## src/design/pti_pkg.sv

```systemverilog
// Package for the permittivity table interpolator: tables, fixed-point conversion and codes.
package pti_pkg;

	localparam int ENTRIES = 49;
	localparam int IDX_W = $clog2(ENTRIES);

	localparam int X_W = 16;
	localparam int Y_W = 18;
	localparam int OUT_W = 24;
	localparam int DVD_W = 36;
	localparam int CNT_W = $clog2(DVD_W);
	localparam int SUM_W = DVD_W + 2;

	localparam logic [2:0] MAT_GOLD = 3'd4;
	localparam logic [2:0] MAT_COPPER = 3'd1;
	localparam logic [2:0] MAT_RESET = MAT_GOLD;

	localparam logic [0:0] REG_MATERIAL = 1'b0;

	typedef int tab_int_t [ENTRIES];
	typedef logic [X_W-1:0] bp_arr_t [ENTRIES];
	typedef logic signed [Y_W-1:0] val_arr_t [ENTRIES];

	localparam tab_int_t BP_TENTHS = '{
		1879, 1916, 1953, 1993, 2033, 2073, 2119, 2164, 2214, 2262, 2313, 2371, 2426, 2490,
		2551, 2616, 2689, 2761, 2844, 2924, 3009, 3107, 3204, 3315, 3425, 3542, 3679, 3815,
		3974, 4133, 4305, 4509, 4714, 4959, 5209, 5486, 5821, 6168, 6595, 7045, 7560, 8211,
		8920, 9840, 10880, 12160, 13930, 16100, 19370};

	localparam tab_int_t GOLD_RE = '{
		2271, 2952, 2925, 2039, 1382, -104, -1325, -2338, -3463, -4155, -5510, -6169,
		-7445, -8913, -10804, -12365, -13464, -13665, -13323, -13068, -12274, -12425,
		-12308, -13553, -13102, -12320, -14006, -16049, -16494, -17022, -16922, -17590,
		-17027, -22783, -39462, -58421, -81127, -106619, -136482, -168177, -206102,
		-258113, -320407, -402741, -510496, -662185, -904265, -1253500, -1890420};

	localparam tab_int_t GOLD_IM = '{
		-30413, -31759, -32857, -33277, -33968, -33904, -35100, -36062, -37102, -38252,
		-38922, -40550, -41633, -43385, -44901, -47223, -49763, -52824, -54949, -55964,
		-57803, -57926, -58458, -55737, -55382, -55980, -56092, -56444, -57389, -57174,
		-56492, -52826, -48444, -38126, -25804, -21113, -16605, -13742, -10352, -10668,
		-12718, -16266, -19254, -27940, -38610, -57015, -81863, -125552, -253552};

	localparam tab_int_t COPPER_RE = '{
		-9040, -10240, -11327, -12686, -14224, -15367, -16442, -17202, -17403, -17334,
		-16984, -16088, -14408, -13022, -10430, -8714, -6797, -5777, -5642, -6503, -8590,
		-10850, -12747, -15204, -16249, -17942, -20510, -24131, -27351, -32324, -37505,
		-42080, -46028, -50857, -54093, -56005, -68216, -101820, -139916, -176379,
		-217046, -267648, -331798, -411268, -519555, -677496, -887347, -1230770,
		-1791770};

	localparam tab_int_t COPPER_IM = '{
		-25136, -26372, -27936, -29263, -30690, -32300, -34341, -36698, -39256, -41725,
		-44083, -46131, -48213, -48854, -49096, -47686, -48372, -48063, -47357, -46377,
		-47012, -47720, -49211, -48803, -50701, -52498, -53720, -54397, -55862, -56499,
		-57625, -59446, -62075, -62562, -61549, -52571, -37856, -19230, -16487, -17661,
		-22392, -26936, -34608, -41094, -51962, -79152, -113268, -169024, -292774};

	// tenths of nm to Q.4, round half up: floor((8t+2)/5) by reciprocal
	function automatic logic [X_W-1:0] conv_bp(int t);
		longint m;
		m = longint'(t) * 64'sd8 + 64'sd2;
		return X_W'((m * 64'sd209716) >>> 20);
	endfunction

	// 1e-4 units to Q.8, round half away from zero: (16|v|+312)/625 by reciprocal
	function automatic logic signed [Y_W-1:0] conv_val(int v);
		longint a;
		longint q;
		a = (v < 0) ? -longint'(v) : longint'(v);
		a = a * 64'sd16 + 64'sd312;
		q = (a * 64'sd109951163) >>> 36;
		return (v < 0) ? Y_W'(-q) : Y_W'(q);
	endfunction

	function automatic bp_arr_t build_bp(tab_int_t src);
		bp_arr_t r;
		for (int k = 0; k < ENTRIES; k++) begin
			r[k] = conv_bp(src[k]);
		end
		return r;
	endfunction

	function automatic val_arr_t build_val(tab_int_t src);
		val_arr_t r;
		for (int k = 0; k < ENTRIES; k++) begin
			r[k] = conv_val(src[k]);
		end
		return r;
	endfunction

	localparam bp_arr_t BP_Q4 = build_bp(BP_TENTHS);
	localparam val_arr_t GOLD_RE_Q8 = build_val(GOLD_RE);
	localparam val_arr_t GOLD_IM_Q8 = build_val(GOLD_IM);
	localparam val_arr_t COPPER_RE_Q8 = build_val(COPPER_RE);
	localparam val_arr_t COPPER_IM_Q8 = build_val(COPPER_IM);

	localparam logic signed [SUM_W-1:0] OUT_MAX = SUM_W'(8388607);
	localparam logic signed [SUM_W-1:0] OUT_MIN = -SUM_W'(8388608);

endpackage

```

## src/design/permittivity_table_interpolator.sv

```systemverilog
// Top level of the permittivity table interpolator: search, multiply, serial divide, clip.
//
// One wavelength (Q.4 nm) enters on the s_ channel; one complex permittivity (Q.8) leaves
// on the m_ channel. The APB port holds material_code at address 0 (4 gold, 1 copper);
// any other code returns zeros with bad_material set in m_tuser.
// A transaction is taken only while s_tready is high, one item at a time. The breakpoint
// search compares one table entry per cycle, and a load step forms the offset and interval
// width; then for the real part and then the imaginary part come a multiply step, a setup
// step, the bit-serial restoring divider and an add/clip step, before the output step. Both
// parts share the one divider. An unsupported material code goes straight to the output step.
// The result sits in an output register; if m_tready is low, the block holds it and waits
// in its final state until the register is free, and s_tready stays low meanwhile.
// Reset clears m_tvalid, returns the sequencer to idle and sets material_code to 4.
module permittivity_table_interpolator (
	input  logic        clk,
	input  logic        arst_n,
	input  logic        s_tvalid,
	output logic        s_tready,
	input  logic [15:0] s_tdata,   // [15:0] wavelength
	output logic        m_tvalid,
	input  logic        m_tready,
	output logic [47:0] m_tdata,   // [23:0] eps_real, [47:24] eps_imag
	output logic [1:0]  m_tuser,   // [0] bad_material, [1] saturated
	input  logic        psel,
	input  logic        penable,
	input  logic        pwrite,
	input  logic [0:0]  paddr,
	input  logic [31:0] pwdata,
	output logic [31:0] prdata,
	output logic        pready
);

	typedef enum logic [2:0] {
		ST_IDLE, ST_SEARCH, ST_LOAD, ST_MUL, ST_PREP, ST_DIV, ST_ADD, ST_FIN
	} state_t;

	state_t state_q;
	logic [2:0] material_q;
	logic [pti_pkg::X_W-1:0] x_q;
	logic [pti_pkg::IDX_W-1:0] idx_q;
	logic [pti_pkg::IDX_W-1:0] lo_q;
	logic signed [pti_pkg::X_W:0] dx_q;
	logic [pti_pkg::X_W-1:0] den_q;
	logic comp_q;
	logic signed [pti_pkg::DVD_W-1:0] prod_q;
	logic neg_q;
	logic [pti_pkg::DVD_W-1:0] dvd_q;
	logic [pti_pkg::X_W-1:0] rem_q;
	logic [pti_pkg::CNT_W-1:0] cnt_q;
	logic [pti_pkg::OUT_W-1:0] res_re_q;
	logic [pti_pkg::OUT_W-1:0] res_im_q;
	logic sat_q;
	logic bad_q;
	logic m_tvalid_q;
	logic [47:0] m_tdata_q;
	logic [1:0] m_tuser_q;

	logic cfg_wr;
	logic supported;
	logic bp_lt;
	logic [pti_pkg::IDX_W-1:0] lo_d;
	logic signed [pti_pkg::Y_W-1:0] y0;
	logic signed [pti_pkg::Y_W-1:0] y1;
	logic signed [pti_pkg::Y_W:0] dy;
	logic [pti_pkg::DVD_W-1:0] mag;
	logic [pti_pkg::X_W:0] trial;
	logic trial_ge;
	logic [pti_pkg::DVD_W-1:0] quot;
	logic signed [pti_pkg::SUM_W-1:0] ysum;
	logic [pti_pkg::OUT_W-1:0] yclip;
	logic yclipped;

	assign cfg_wr = psel && penable && pwrite && pready;
	assign pready = 1'b1;
	assign prdata = (paddr == pti_pkg::REG_MATERIAL) ? {29'd0, material_q} : 32'd0;

	assign supported = (material_q == pti_pkg::MAT_GOLD) || (material_q == pti_pkg::MAT_COPPER);
	assign bp_lt = pti_pkg::BP_Q4[idx_q] < x_q;
	assign lo_d = (idx_q == '0) ? '0 : idx_q - 1'b1;

	always_comb begin
		if (material_q == pti_pkg::MAT_GOLD) begin
			y0 = comp_q ? pti_pkg::GOLD_IM_Q8[lo_q] : pti_pkg::GOLD_RE_Q8[lo_q];
			y1 = comp_q ? pti_pkg::GOLD_IM_Q8[lo_q + 1'b1] : pti_pkg::GOLD_RE_Q8[lo_q + 1'b1];
		end else begin
			y0 = comp_q ? pti_pkg::COPPER_IM_Q8[lo_q] : pti_pkg::COPPER_RE_Q8[lo_q];
			y1 = comp_q ? pti_pkg::COPPER_IM_Q8[lo_q + 1'b1]
				: pti_pkg::COPPER_RE_Q8[lo_q + 1'b1];
		end
	end

	assign dy = {y1[pti_pkg::Y_W-1], y1} - {y0[pti_pkg::Y_W-1], y0};
	assign mag = prod_q[pti_pkg::DVD_W-1] ? pti_pkg::DVD_W'(-prod_q) : pti_pkg::DVD_W'(prod_q);

	assign trial = {rem_q, dvd_q[pti_pkg::DVD_W-1]};
	assign trial_ge = trial >= {1'b0, den_q};

	assign quot = (den_q == '0) ? '0 : dvd_q;

	always_comb begin
		ysum = {{(pti_pkg::SUM_W - pti_pkg::Y_W){y0[pti_pkg::Y_W-1]}}, y0};
		if (neg_q) begin
			ysum = ysum - signed'({2'b00, quot});
		end else begin
			ysum = ysum + signed'({2'b00, quot});
		end
		if (ysum > pti_pkg::OUT_MAX) begin
			yclip = pti_pkg::OUT_MAX[pti_pkg::OUT_W-1:0];
			yclipped = 1'b1;
		end else if (ysum < pti_pkg::OUT_MIN) begin
			yclip = pti_pkg::OUT_MIN[pti_pkg::OUT_W-1:0];
			yclipped = 1'b1;
		end else begin
			yclip = ysum[pti_pkg::OUT_W-1:0];
			yclipped = 1'b0;
		end
	end

	assign s_tready = (state_q == ST_IDLE);
	assign m_tvalid = m_tvalid_q;
	assign m_tdata = m_tdata_q;
	assign m_tuser = m_tuser_q;

	always_ff @(posedge clk or negedge arst_n) begin
		if (!arst_n) begin
			state_q <= ST_IDLE;
			material_q <= pti_pkg::MAT_RESET;
			m_tvalid_q <= 1'b0;
			comp_q <= 1'b0;
			idx_q <= '0;
			cnt_q <= '0;
		end else begin
			if (cfg_wr && paddr == pti_pkg::REG_MATERIAL) begin
				material_q <= pwdata[2:0];
			end
			if (m_tvalid_q && m_tready && state_q != ST_FIN) begin
				m_tvalid_q <= 1'b0;
			end
			case (state_q)
				ST_IDLE: begin
					if (s_tvalid) begin
						x_q <= s_tdata;
						idx_q <= '0;
						comp_q <= 1'b0;
						res_re_q <= '0;
						res_im_q <= '0;
						sat_q <= 1'b0;
						bad_q <= !supported;
						state_q <= supported ? ST_SEARCH : ST_FIN;
					end
				end
				ST_SEARCH: begin
					if (bp_lt && idx_q != pti_pkg::IDX_W'(pti_pkg::ENTRIES - 1)) begin
						idx_q <= idx_q + 1'b1;
					end else begin
						lo_q <= lo_d;
						state_q <= ST_LOAD;
					end
				end
				ST_LOAD: begin
					dx_q <= signed'({1'b0, x_q}) - signed'({1'b0, pti_pkg::BP_Q4[lo_q]});
					den_q <= pti_pkg::BP_Q4[lo_q + 1'b1] - pti_pkg::BP_Q4[lo_q];
					state_q <= ST_MUL;
				end
				ST_MUL: begin
					prod_q <= dy * dx_q;
					state_q <= ST_PREP;
				end
				ST_PREP: begin
					neg_q <= prod_q[pti_pkg::DVD_W-1];
					dvd_q <= mag + pti_pkg::DVD_W'(den_q[pti_pkg::X_W-1:1]);
					rem_q <= '0;
					cnt_q <= '0;
					state_q <= ST_DIV;
				end
				ST_DIV: begin
					rem_q <= trial_ge ? pti_pkg::X_W'(trial - {1'b0, den_q})
						: trial[pti_pkg::X_W-1:0];
					dvd_q <= {dvd_q[pti_pkg::DVD_W-2:0], trial_ge};
					cnt_q <= cnt_q + 1'b1;
					if (cnt_q == pti_pkg::CNT_W'(pti_pkg::DVD_W - 1)) begin
						state_q <= ST_ADD;
					end
				end
				ST_ADD: begin
					sat_q <= sat_q | yclipped;
					if (comp_q) begin
						res_im_q <= yclip;
						state_q <= ST_FIN;
					end else begin
						res_re_q <= yclip;
						comp_q <= 1'b1;
						state_q <= ST_MUL;
					end
				end
				ST_FIN: begin
					if (!m_tvalid_q || m_tready) begin
						m_tvalid_q <= 1'b1;
						m_tdata_q <= {res_im_q, res_re_q};
						m_tuser_q <= {sat_q, bad_q};
						state_q <= ST_IDLE;
					end
				end
				default: begin
					state_q <= ST_IDLE;
				end
			endcase
		end
	end

endmodule

```

## config.mk

```make
export PLATFORM = sky130hd
export DESIGN_NAME = permittivity_table_interpolator
export DESIGN_NICKNAME = d
export VERILOG_FILES = /design/src/design/pti_pkg.sv /design/src/design/permittivity_table_interpolator.sv
export SDC_FILE = /design/constraint.sdc
export NUM_CORES = 2
export LEC_CHECK = 0
export BUFFER_PORTS_ARGS = -buffer_cell sky130_fd_sc_hd__buf_2
export CAP_MARGIN = 20
export CORE_ASPECT_RATIO = 0.5
export CORE_MARGIN = 4
export CORE_UTILIZATION = 65
export CTS_BUF_LIST = sky130_fd_sc_hd__clkbuf_4
export DETAILED_ROUTE_END_ITERATION = 7
export PLACE_DENSITY = 0.91
export SYNTH_ARGS = -nofsm -noshare
export SYNTH_HDL_FRONTEND = slang
export SYNTH_SLANG_ARGS = --single-unit
```

## constraint.sdc

```tcl
create_clock -name clk -period 27.8 [get_ports clk]
set_clock_uncertainty 0.15 [all_clocks]
set_input_delay 2.78 -clock clk [delete_from_list [all_inputs] [get_ports clk]]
set_output_delay 2.78 -clock clk [all_outputs]
set_load 0.1 [all_outputs]
```

# Word-level counts from Yosys, hierarchy flattened
# Memories as Yosys holds them, arrays and structs flattened.
# Cells that the tools add are included.
[word_totals] latch_bits=0 ff_bits=264 romBits=12288 memories=11 mem_bits_rw=0
[classes] n_reduce_logical=29 n_mux=61 n_div=0 bitwise=6 eq_ne=19 shift=0 order_cmp=7 addsub=12 n_mul=1
[memory_table] memory="(no name shown)" depth=64 width=18 rd=1 rd_ports_with_merged_regs=0 write_ports=0 line="permittivity_table_interpolator.sv:88" source=": pti_pkg::COPPER_RE_Q8[lo_q + 1'b1];"
[memory_table] memory="(no name shown)" depth=64 width=18 rd=1 rd_ports_with_merged_regs=0 write_ports=0 line="permittivity_table_interpolator.sv:87" source="y1 = comp_q ? pti_pkg::COPPER_IM_Q8[lo_q + 1'b1]"
[memory_table] memory="(no name shown)" depth=64 width=18 rd=1 rd_ports_with_merged_regs=0 write_ports=0 line="permittivity_table_interpolator.sv:86" source="y0 = comp_q ? pti_pkg::COPPER_IM_Q8[lo_q] : pti_pkg::COPPER_RE_Q8[lo_q];"
[memory_table] memory="(no name shown)" depth=64 width=18 rd=1 rd_ports_with_merged_regs=0 write_ports=0 line="permittivity_table_interpolator.sv:86"
[memory_table] memory="(no name shown)" depth=64 width=18 rd=1 rd_ports_with_merged_regs=0 write_ports=0 line="permittivity_table_interpolator.sv:84" source="y1 = comp_q ? pti_pkg::GOLD_IM_Q8[lo_q + 1'b1] : pti_pkg::GOLD_RE_Q8[lo_q + 1'b1];"
[memory_table] memory="(no name shown)" depth=64 width=18 rd=1 rd_ports_with_merged_regs=0 write_ports=0 line="permittivity_table_interpolator.sv:84"
[memory_table] memory="5 more memories"
[op_table] op="2-to-1 mux 18 bit" n=22
[op_table] op="2-to-1 mux 24 bit" n=5
[op_table] op="2-to-1 mux 16 bit" n=7
[op_table] op="case mux 24 bit (2 select lines)" n=2
[op_table] op="2-to-1 mux 36 bit" n=2
[op_table] op="case mux 36 bit (2 select lines)" n=1
[op_table] op="adder 18 x 37 -> 38 bit" n=1
[op_table] op="greater-than comparator 38 x 24 -> 1 bit (second input constant)" n=1
[op_table] op="< comparator 38 x 24 -> 1 bit (second input constant)" n=1
[op_table] op="2-to-1 mux 38 bit" n=1
[op_table] op="subtractor 18 x 37 -> 38 bit" n=1
[op_table] op="adder 36 x 15 -> 36 bit" n=1
[op_table] op="multiplier 19 x 17 -> 36 bit" n=1
[op_table] op="negation 36 bit" n=1
[op_table] op="case mux 16 bit (2 select lines)" n=1
[op_table] op="subtractor 16 bit" n=2
[op_table] op="case mux 3 bit (8 select lines)" n=1
[op_table] op="case mux 6 bit (2 select lines)" n=2
[op_table] op=">= comparator 7 bit (second input constant)" n=3
[op_table] op="2-to-1 mux 3 bit" n=7
[op_table] op="inverter 6 -> 7 bit" n=3
[op_table] op="subtractor 18 x 18 -> 19 bit" n=1
[op_table] op="adder 6 x 1 -> 6 bit (second input constant)" n=3
[op_table] op=">= comparator 17 x 16 -> 1 bit" n=1
[op_table] op="other kinds (25)" n=64

# Longest topological paths before layout
[logic_depth] depth_word=13 ltp_mapped=50

# Worst setup path before layout
# OpenSTA, ideal clock, no wires.
[synth_path] path_type="flip-flop to flip-flop" startpoint="register lo_q[1] in the netlist's numbering" endpoint="register prod_q[35] in the netlist's numbering, data pin" setup_ns=0.260 period_less_slack_ns=11.830 path_slack_ns=15.970 arrival_ns=11.420 stages_incl_launch_ff=47 cell_sequence="edfxtp_1 > ha_1 > clkbuf_1 > inv_1 > ha_1 > clkinv_1 > clkbuf_1 > clkbuf_1 > ha_1 > nand2_1 > o21ai_0 > o22ai_1 > o21ai_0 > o21ai_0 > ha_1 > nor2b_1 > o21ai_0 > a21boi_0 > [11 not listed] > fa_1 > fa_1 > fa_1 > inv_1 > fa_1 > inv_1 > ha_1 > a2111oi_0 > o21ai_0 > o21ai_0 > o21ai_0 > and2_1 > a211oi_1 > o21ai_0 > o41a_1 > a21o_1 > a21oi_1 > xnor2_1"
[synth_between] elab_chain_len=9 elab_cells_between_ends=35
[synth_rtl] item="from (decl)" line="permittivity_table_interpolator.sv:41" source="logic [pti_pkg::IDX_W-1:0] lo_q;"
[synth_rtl] item="from (signal assigned)" line="permittivity_table_interpolator.sv:156" source="lo_q <= lo_d;"
[synth_rtl] item="adder 6 x 1 -> 6 bit" line="permittivity_table_interpolator.sv:84, permittivity_table_interpolator.sv:87, permittivity_table_interpolator.sv:88"
[synth_rtl] item="inverter 6 -> 7 bit (not written as such)" line="permittivity_table_interpolator.sv:84, permittivity_table_interpolator.sv:87, permittivity_table_interpolator.sv:88"
[synth_rtl] item="memory (64 x 18 bit), on equally long branches"
[synth_rtl] item="2-to-1 mux 18 bit, on equally long branches (2 in series)" line="permittivity_table_interpolator.sv:88, permittivity_table_interpolator.sv:84, permittivity_table_interpolator.sv:87"
[synth_rtl] item="2-to-1 mux 18 bit, on equally long branches" line="permittivity_table_interpolator.sv:87, permittivity_table_interpolator.sv:84"
[synth_rtl] item="2-to-1 mux 18 bit" line="permittivity_table_interpolator.sv:82" source="if (material_q == pti_pkg::MAT_GOLD) begin"
[synth_rtl] item="subtractor 18 x 18 -> 19 bit (*)" line="permittivity_table_interpolator.sv:92" source="assign dy = {y1[pti_pkg::Y_W-1], y1} - {y0[pti_pkg::Y_W-1], y0};"
[synth_rtl] item="multiplier 19 x 17 -> 36 bit (*)" line="permittivity_table_interpolator.sv:166" source="prod_q <= dy * dx_q;"
[synth_rtl] item="to (signal assigned)" line="permittivity_table_interpolator.sv:166"
[synth_rtl] item="to (decl)" line="permittivity_table_interpolator.sv:45" source="logic signed [pti_pkg::DVD_W-1:0] prod_q;"
# Every way passes the cells marked *; elsewhere a longest branch is shown, timed or not. The select of a mux whose other input is x is not followed.
# A chain may end at the register's enable or synchronous reset.

# Worst setup path in the final report
[layout_path] startpoint="register lo_q[0] in the netlist's numbering" endpoint="register prod_q[35] in the netlist's numbering, data pin"
# Same word-level chain as after synthesis.

==> run summary <==
status -> finished clean
Mapped Area -> 38600 µm²
Root Driver -> clkbuf_4
Setup Buffers After CTS -> 0
Max Slew Vio Count -> 0
leading register cell type out of synthesis -> edfxtp_1
CTS tree -> done
post-route ant nets -> 0
latest clock arrival within the worst-skew pair -> 0.85 ns
Nets -> 5309
post-synthesis sequential area ratio -> 0.203
H-tree Lvls -> 2
final wirelength -> 137000 µm
Slew headroom -> 0.156
Sink Count -> 264
CP bufs+invs -> 9
Chip Height -> 180 µm
Max Cap Viol -> 0
number of flops mapped to enable cells by yosys -> 244
crit path max-delay cell type -> fa_1
Register Area -> 7830 µm²
DP HPWL -> 102000 µm
Yosys top cell area share -> 0.190
Final Hold Viols -> 0
cell taking the most area after synthesis -> edfxtp_1
Iter 0 DRT Violations -> 5619
largest net degree at the start of global routing -> 112
Netlist cell types -> 114
CP required -> 28.23 ns
die width -> 352 µm
antenna violations before repair -> 3
synthesized flop and latch total -> 264
vias per inst -> 6.82
hold crit path type -> reg -> reg
Core Footprint -> 58000 µm²
Multi-input gate area -> 27700 µm²
gpl congestion -> 1.08
post-route minimum period -> 14.96 ns
kind of cell adding the most delay to the critical path -> compound AO/OA/AOI/OAI gates
Worst Setup End Kind -> flip-flop
FILL cells -> 4428
Syn Inst Count -> 4712
port bufs -> 81
crit-path max FO -> 40
CP Data Arrival Time -> 15.39 ns
DRC Markers -> 0
FFs w/ async S/R, synth -> 0.0758
RSZ-0062 raised after global routing -> no
first-pass GRT wire length -> 211000 µm
endpoints failing setup -> 0
Synth area leaders -> edfxtp_1 (19%), fa_1 (17%), ha_1 (8.8%)
Clock Path Buffers -> 3
critical path type -> reg -> reg
CP startpoint kind -> flip-flop
slowest stage delay, CP -> 0.69 ns
Total GRT Usage -> 0.421
Top-Level Pins -> 141
die area -> 63500 µm²
standard-cell row count -> 62
Area Overhead vs Synth -> 4.54%
grt total ovfl -> 0
CTS buffer count -> 60
vias in the first global route -> 36337
WL/cell -> 25.1 µm
CTS resizes -> 0
cts hold-fix bufs -> 0
via count -> 37296
layout cells sized above 1 -> 0.0784
count leader, synth -> nand2_1
number of detailed-route iterations in the first pass -> 7
Worst Tran Pin Value -> 1.27 ns
Commonest cells post-synth -> nand2_1 (504), inv_1 (493), nor2_1 (399), fa_1 (326), a21oi_1 (322)
Warnings, synthesis -> 0
Syn Area/Cell -> 8.19 µm²
setup TNS -> 0 ns
fmax -> 66.8 MHz
CTS clk-pin slew, worst paths -> 0.07 ns
Crit path top cell by count -> o21ai_0
Initial Util -> 0.665
Final Cycle Share -> 0.538
-- layout by cell type (no fill, tap or decap), types with 72 or more instances in the layout --
master      n
a21oi_1   321
and2_1    177
buf_2      81
buf_4      81
clkbuf_4   80
edfxtp_1  244
fa_1      326
ha_1      266
inv_1     493
nand2_1   503
nand3_1    93
nor2_1    393
nor2b_1    72
nor3_1    123
o21ai_0   295
xnor2_1   122
xor2_1     81
-- registers in the layout (all words and copies together), names as in the netlist --
| register | cells |
|---|---|
| material_q | 3 |
| prod_q | 36 |
| dx_q | 17 |
| m_tdata | 48 |
| m_tuser | 2 |
| res_im_q | 24 |
| cnt_q | 6 |
| bad_q | 1 |
| rem_q | 16 |
| idx_q | 6 |
| comp_q | 1 |
| res_re_q | 24 |
| den_q | 16 |
| dvd_q | 36 |
| m_tvalid | 1 |
| sat_q | 1 |
| x_q | 16 |
| state_q | 3 |
| lo_q | 6 |
| neg_q | 1 |
-- per-layer routing --
| layer | part of all wire | vias to the layer above | track usage |
|---|---|---|---|
| li1 | - | 16178 | - |
| met3 | 0.15 | 533 | 0.127 |
| met1 | 0.38 | 17792 | 0.570 |
| met2 | 0.42 | 2791 | 0.630 |
| met4 | 0.050 | 2 | 0.187 |
| met5 | 0.0013 | - | 0 |
-- worst reg2reg max path, delay by kind of cell (launching register included) --
kind	cells	cell delay, ns
flip-flops	1	0.32
adder cells (fa/ha/maj)	10	4.71
XOR/XNOR	1	0.12
buffers and inverters	9	2.49
AND/OR/NAND/NOR	6	1.73
AO/OA/AOI/OAI	21	5.23
-- worst paths after layout --
| path | startpoint | to | slack (ns) | depth (start not counted) |
|---|---|---|---|---|
| worst max register to register | lo_q[0] | prod_q[35] | 12.84 | 47 |
| worst min register to register | res_im_q[2] | m_tdata[26] | 0.24 | 0 |
| min in group asynchronous | arst_n | idx_q[4] | 1.95 | 1 |
| worst min-delay path | res_im_q[2] | m_tdata[26] | 0.24 | 0 |
| max in group asynchronous | arst_n | comp_q | 24.82 | 1 |
| worst max-delay path | lo_q[0] | prod_q[35] | 12.84 | 47 |
-- logic make-up after synthesis --
logic type,synth area share
DFF,0.203
other,0.000195
buffers and inverters,0.0842
and+or+nand+nor,0.196
AOI/OAI and AO/OA,0.201
xor gates and xnor gates,0.0481
adders and majority gates,0.259
muxes,0.00840
-- final cells by class --
class                      count  share of cell area
clock inverter                23             0.00478
tap                          768              0.0238
sequential                   264               0.194
inverter                     501              0.0466
multi-input combinational   3661               0.688
clock buffer                  80              0.0149
antenna                        5            0.000310
timing repair buffer         167              0.0274
-- metrics by stage --
stage | hold WS, ns | area [µm²] | utilization | worst slack [ns] | instances
6_report | 0.237 | 40300 | 0.695 | 12.84 | 5469
5_1_grt | 0.228 | 40300 | 0.695 | 12.46 | 5465
4_1_cts | 0.223 | 40200 | 0.693 | 13.31 | 5460
3_5_place_dp | 0.255 | 39400 | 0.680 | 13.35 | 5357
3_3_place_gp | 0.252 | 39400 | 0.680 | 13.58 | 5357
2_1_floorplan | 0.250 | 38700 | - | 15.97 | 4740
Power is not shown: default switching activity piles up to over one toggle a cycle in this logic, so the estimate is an artifact.
